### src/dcl_pkg.sv
// ----------------------------------------------------------------------------
// dcl_pkg
// Types and constants that the color labeler modules share.
// ----------------------------------------------------------------------------
package dcl_pkg;

  localparam int unsigned ColorW = 24;
  localparam int unsigned LabelW = 8;
  localparam int unsigned CountW = 9;

  typedef struct packed {
    logic       frame_start;
    logic [7:0] chan_blue;
    logic [7:0] chan_green;
    logic [7:0] chan_red;
  } pixel_t;

  typedef struct packed {
    logic [LabelW-1:0] segment_label;
    logic              is_new_color;
    logic [CountW-1:0] segment_count;
    logic              table_overflow;
  } label_t;

endpackage

### src/dcl_search.sv
// ----------------------------------------------------------------------------
// dcl_search
// Scans the color table one entry per cycle, then labels the pixel and
// appends a new color if there is room. Holds the count of stored colors.
// ----------------------------------------------------------------------------
module dcl_search #(
  parameter int unsigned MaxLabels = 256,
  parameter int unsigned AddrW     = 8,
  parameter int unsigned CntW      = 9
) (
  input  logic                       clk_i,
  input  logic                       rst_ni,
  input  logic                       pix_valid_i,
  input  dcl_pkg::pixel_t            pix_i,
  output logic                       pix_ready_o,
  output logic                       res_valid_o,
  output dcl_pkg::label_t            res_o,
  input  logic                       res_ready_i,
  output logic                       rd_en_o,
  output logic [AddrW-1:0]           rd_addr_o,
  input  logic [dcl_pkg::ColorW-1:0] rd_data_i,
  output logic                       wr_en_o,
  output logic [AddrW-1:0]           wr_addr_o,
  output logic [dcl_pkg::ColorW-1:0] wr_data_o
);

  typedef enum logic [1:0] {
    S_IDLE,
    S_SEARCH,
    S_RESULT
  } state_e;

  state_e                     state_q;
  logic [CntW-1:0]            used_q;
  logic [CntW-1:0]            idx_q;
  logic                       pend_q;
  logic [CntW-1:0]            pend_addr_q;
  logic [dcl_pkg::ColorW-1:0] color_q;
  dcl_pkg::label_t            res_q;

  logic hit;
  logic miss;
  logic full;

  // compare runs in the cycle after the read issue, on the registered read data
  assign hit  = (state_q == S_SEARCH) && pend_q && (rd_data_i == color_q);
  assign miss = (state_q == S_SEARCH) && !hit &&
                ((pend_q && (pend_addr_q == used_q - CntW'(1))) || (used_q == '0));
  assign full = (used_q == CntW'(MaxLabels));

  assign rd_en_o   = (state_q == S_SEARCH) && (idx_q < used_q) && !hit && !miss;
  assign rd_addr_o = idx_q[AddrW-1:0];

  assign wr_en_o   = miss && !full;
  assign wr_addr_o = used_q[AddrW-1:0];
  assign wr_data_o = color_q;

  assign pix_ready_o = (state_q == S_IDLE);
  assign res_valid_o = (state_q == S_RESULT);
  assign res_o       = res_q;

  always_ff @(posedge clk_i or negedge rst_ni) begin
    if (!rst_ni) begin
      state_q     <= S_IDLE;
      used_q      <= '0;
      idx_q       <= '0;
      pend_q      <= 1'b0;
      pend_addr_q <= '0;
      color_q     <= '0;
      res_q       <= '0;
    end else begin
      unique case (state_q)
        S_IDLE: begin
          if (pix_valid_i) begin
            color_q <= {pix_i.chan_red, pix_i.chan_green, pix_i.chan_blue};
            if (pix_i.frame_start) begin
              used_q <= '0;
            end
            idx_q   <= '0;
            pend_q  <= 1'b0;
            state_q <= S_SEARCH;
          end
        end
        S_SEARCH: begin
          pend_q      <= rd_en_o;
          pend_addr_q <= idx_q;
          if (rd_en_o) begin
            idx_q <= idx_q + CntW'(1);
          end
          priority if (hit) begin
            res_q.segment_label  <= dcl_pkg::LabelW'(pend_addr_q);
            res_q.is_new_color   <= 1'b0;
            res_q.segment_count  <= dcl_pkg::CountW'(used_q);
            res_q.table_overflow <= 1'b0;
            state_q              <= S_RESULT;
          end else if (miss) begin
            if (!full) begin
              res_q.segment_label  <= dcl_pkg::LabelW'(used_q);
              res_q.is_new_color   <= 1'b1;
              res_q.segment_count  <= dcl_pkg::CountW'(used_q + CntW'(1));
              res_q.table_overflow <= 1'b0;
              used_q               <= used_q + CntW'(1);
            end else begin
              res_q.segment_label  <= '0;
              res_q.is_new_color   <= 1'b0;
              res_q.segment_count  <= dcl_pkg::CountW'(used_q);
              res_q.table_overflow <= 1'b1;
            end
            state_q <= S_RESULT;
          end else begin
            state_q <= S_SEARCH;
          end
        end
        S_RESULT: begin
          if (res_ready_i) begin
            state_q <= S_IDLE;
          end
        end
        default: begin
          state_q <= S_IDLE;
        end
      endcase
    end
  end

endmodule

### config.mk
export PLATFORM = sky130hd
export DESIGN_NAME = dcl_search
export DESIGN_NICKNAME = d
export VERILOG_FILES = /design/src/dcl_pkg.sv /design/src/dcl_search.sv
export SDC_FILE = /design/constraint.sdc
export NUM_CORES = 1
export LEC_CHECK = 0
export BUFFER_PORTS_ARGS = -buffer_cell sky130_fd_sc_hd__buf_4
export CAP_MARGIN = 20
export CORE_UTILIZATION = 45
export CTS_CLUSTER_SIZE = 24
export DETAILED_ROUTE_END_ITERATION = 10
export PLACE_DENSITY_LB_ADDON = 0.12
export SETUP_SLACK_MARGIN = 0.3
export SYNTH_ARGS = -nofsm -noshare
export SYNTH_HDL_FRONTEND = slang
export SYNTH_SLANG_ARGS = --single-unit
### constraint.sdc
create_clock -name clk_i -period 5.8 [get_ports clk_i]
set_input_delay 0.29 -clock clk_i [delete_from_list [all_inputs] [get_ports clk_i]]
set_output_delay 0.29 -clock clk_i [all_outputs]
set_load 0.005 [all_outputs]
==> qor.txt <==
core area = 0.009371 mm^2
number of I/O port buffers = 115
diode count = 0
Placer Congestion = 0.9440
clk_skew = 0.01053 ns
register area share after synthesis = 41.36%
Largest stage delay, worst path = 0.62 ns
Reg area = 0.001827 mm^2
CTS buffer count = 9
std cell rows = 35
Remaining Overflow, GRT = 0
postcts setup bufs = 0
Avg Synthesized Cell Area = 8.923 um^2
Setup Viol. Count Final = 0
Synth cell types = 60
die area = 0.01022 mm^2
CP Capture Type = output port
first-pass detailed-route iteration total = 5
Synth async-reset ratio = 100.0%
Post-Place Setup Slack = 2.473 ns
fmax = 0.2746 GHz
worst endpoint data arrival time = 3.35 ns
status = finished clean
Routed Antenna Nets = 0
H-tree levels = 3
crit-path max FO = 23
Clock Tree Buf Depth = 2
first-pass GRT wire length = 19570 um
RSZ-0062 raised after global routing = no
total number of yosys warnings = 0
min Tclk post-route = 3.641 ns
Slowest cell on crit path = or4_4
synth cell count leaders = 128 x nand2_1, 73 x dfrtp_1, 24 x clkbuf_1, 24 x xnor2_1, 20 x nand3_1
FILL cells = 853
Initial Util = 47.13%
Max-Cap Viols = 0
Top Ports = 116
pin count of the biggest net entering global routing = 74
via/cell ratio = 5.584
cts repair resizes = 0
min-delay worst type = input pin to asynchronous set/reset pin
GRT Overall Usage = 24.85%
area leader, netlist = dfrtp_1
share of cells above drive strength 1 = 25.90%
CP startpoint kind = register
initial antenna violation count = 0
Nets = 644
clock-pin slew on the worst setup and hold paths = 0.08 ns
final hold vios = 0
chip height = 101.1 um
HPWL Detailed = 8260 um
Worst Path Buf+Inv = 1
number of global-route vias before repair = 3950
post-synthesis instance total = 495
main flop type after synthesis = dfrtp_1
count leader, synth = nand2_1
Slew Viols, Final = 0
Rel. slew slack = 33.96%
Area after DPL = 0.005239 mm^2
critical path cell sequence = or4_4 -> nor3_2 -> mux2i_1 -> nand3_2 -> and3_1 -> buf_4
area grow syn2layout = 23.46%
Synth area leaders = dfrtp_1 41%, nand2_1 11%, xnor2_1 4.8%
final wirelength = 11820 um
number of enable flip-flop cells after synthesis = 0
CTS sink count = 73
Crit path max-delay family = simple AND/OR/NAND/NOR gates
fin crit share = 62.78%
insertion delay to the later sink of the worst-skew pair = 0.35 ns
Die W = 101.1 um
maximum vdd drop = 0.0001775 V
cell area power density = 314.8 mW/mm^2
Final Core Density = 58.18%
# DRC = 0
Worst Path Required = 5.51 ns
Synth Net Count = 560
area taken by multi-input logic gates = 0.002301 mm^2
Hold Buf Count CTS = 0
Mapped Area = 0.004417 mm^2
Vias = 3976
worst-margin pin slew = 0.9870 ns
Yosys reg bits = 73
Lkg Pwr = 2.601 nW
WS Path Type = register to output port
Iter 0 DRT Violations = 335
Synth top area share = 41.36%
Clock Tree Root = clkbuf_8
setup ws final = 2.159 ns
CTS tree = built
total negative setup slack = 0 ns
drt wl/cell = 16.60 um
Post-Layout Inst Area = 0.005453 mm^2
[metrics by stage]
| stage | power, mW | cells | hold slack [ns] |
|---|---|---|---|
| global placement | 1.289 | 697 | 0.4756 |
| global route | 1.834 | 712 | 0.1206 |
| finish | 1.717 | 712 | 0.08024 |
| floorplan | 1.066 | 495 | -0.005591 |
| CTS | 1.735 | 712 | 0.1138 |
| detailed placement | 1.298 | 697 | 0.4828 |
[where the power goes]
group	switching [mW]	leakage, nW	total [mW]	internal (mW)
Clock	0.188	0.112	0.431	0.243
Sequential	0.148	0.867	0.761	0.613
Combinational	0.242	1.62	0.525	0.282
Total	0.578	2.60	1.72	1.14
[worst paths after layout]
| path | start | to | slack, ns | depth (start not counted) |
|---|---|---|---|---|
| worst max-delay path | used_q[3] | rd_en_o | 2.16 | 6 |
| worst min-delay path | rst_ni | pend_addr_q[3] | 0.08 | 1 |
| worst max register to register | state_q[1] | res_o[2] | 2.41 | 8 |
| worst min register to register | res_o[5] | res_o[5] | 0.49 | 1 |
| max in group asynchronous | rst_ni | res_o[12] | 5.12 | 1 |
| min in group clk_i | pix_i[19] | wr_data_o[3] | 0.13 | 3 |
[final cells by class]
| class | count | area share, % |
|---|---|---|
| inverter | 13 | 0.8949 |
| clock inverter | 2 | 0.6425 |
| timing repair buffer | 120 | 16.52 |
| tap | 129 | 2.960 |
| clock buffer | 13 | 3.281 |
| multi-input combinational | 362 | 42.20 |
| sequential | 73 | 33.50 |
[layer usage]
| metal | GRT usage, % | wire length, um |
|---|---|---|
| met1 | 31.45 | 5004 |
| met2 | 38.57 | 5471 |
| met3 | 5.964 | 888 |
| met4 | 14.72 | 455 |
| met5 | 0 | 0 |
[kinds of logic after synthesis]
logic type      Yosys count  share of synthesized area (%)
compound gates           90                          15.95
xor+xnor                 40                          7.932
fa+ha+maj                12                          3.399
buf+inv                  60                          6.601
flops                    73                          41.36
mux                      13                          3.173
simple gates            207                          21.59
[state kept, by name, summed over array words and instances (netlist names)]
name         count
wr_data_o       24
res_o           19
pend_q           1
idx_q            9
state_q          2
pend_addr_q      9
used_q           9
[cell usage in the layout (no fill, tap or decap), drive strengths merged, types with 6 or more instances in the layout]
cell / Yosys / final
xnor2: 24 / 24
o21ai: 20 / 20
nand3: 21 / 21
xor2: 16 / 16
nand2: 128 / 128
a211oi: 6 / 6
dfrtp: 73 / 73
a311o: 9 / 9
mux2: 8 / 8
ha: 12 / 12
a2111oi: 6 / 6
nand4: 8 / 8
clkbuf: 24 / 13
nor3: 7 / 7
buf: 23 / 120
nor2: 13 / 13
a21oi: 11 / 11
inv: 13 / 13
No activity file was read; power rests on OpenSTA's default activity.
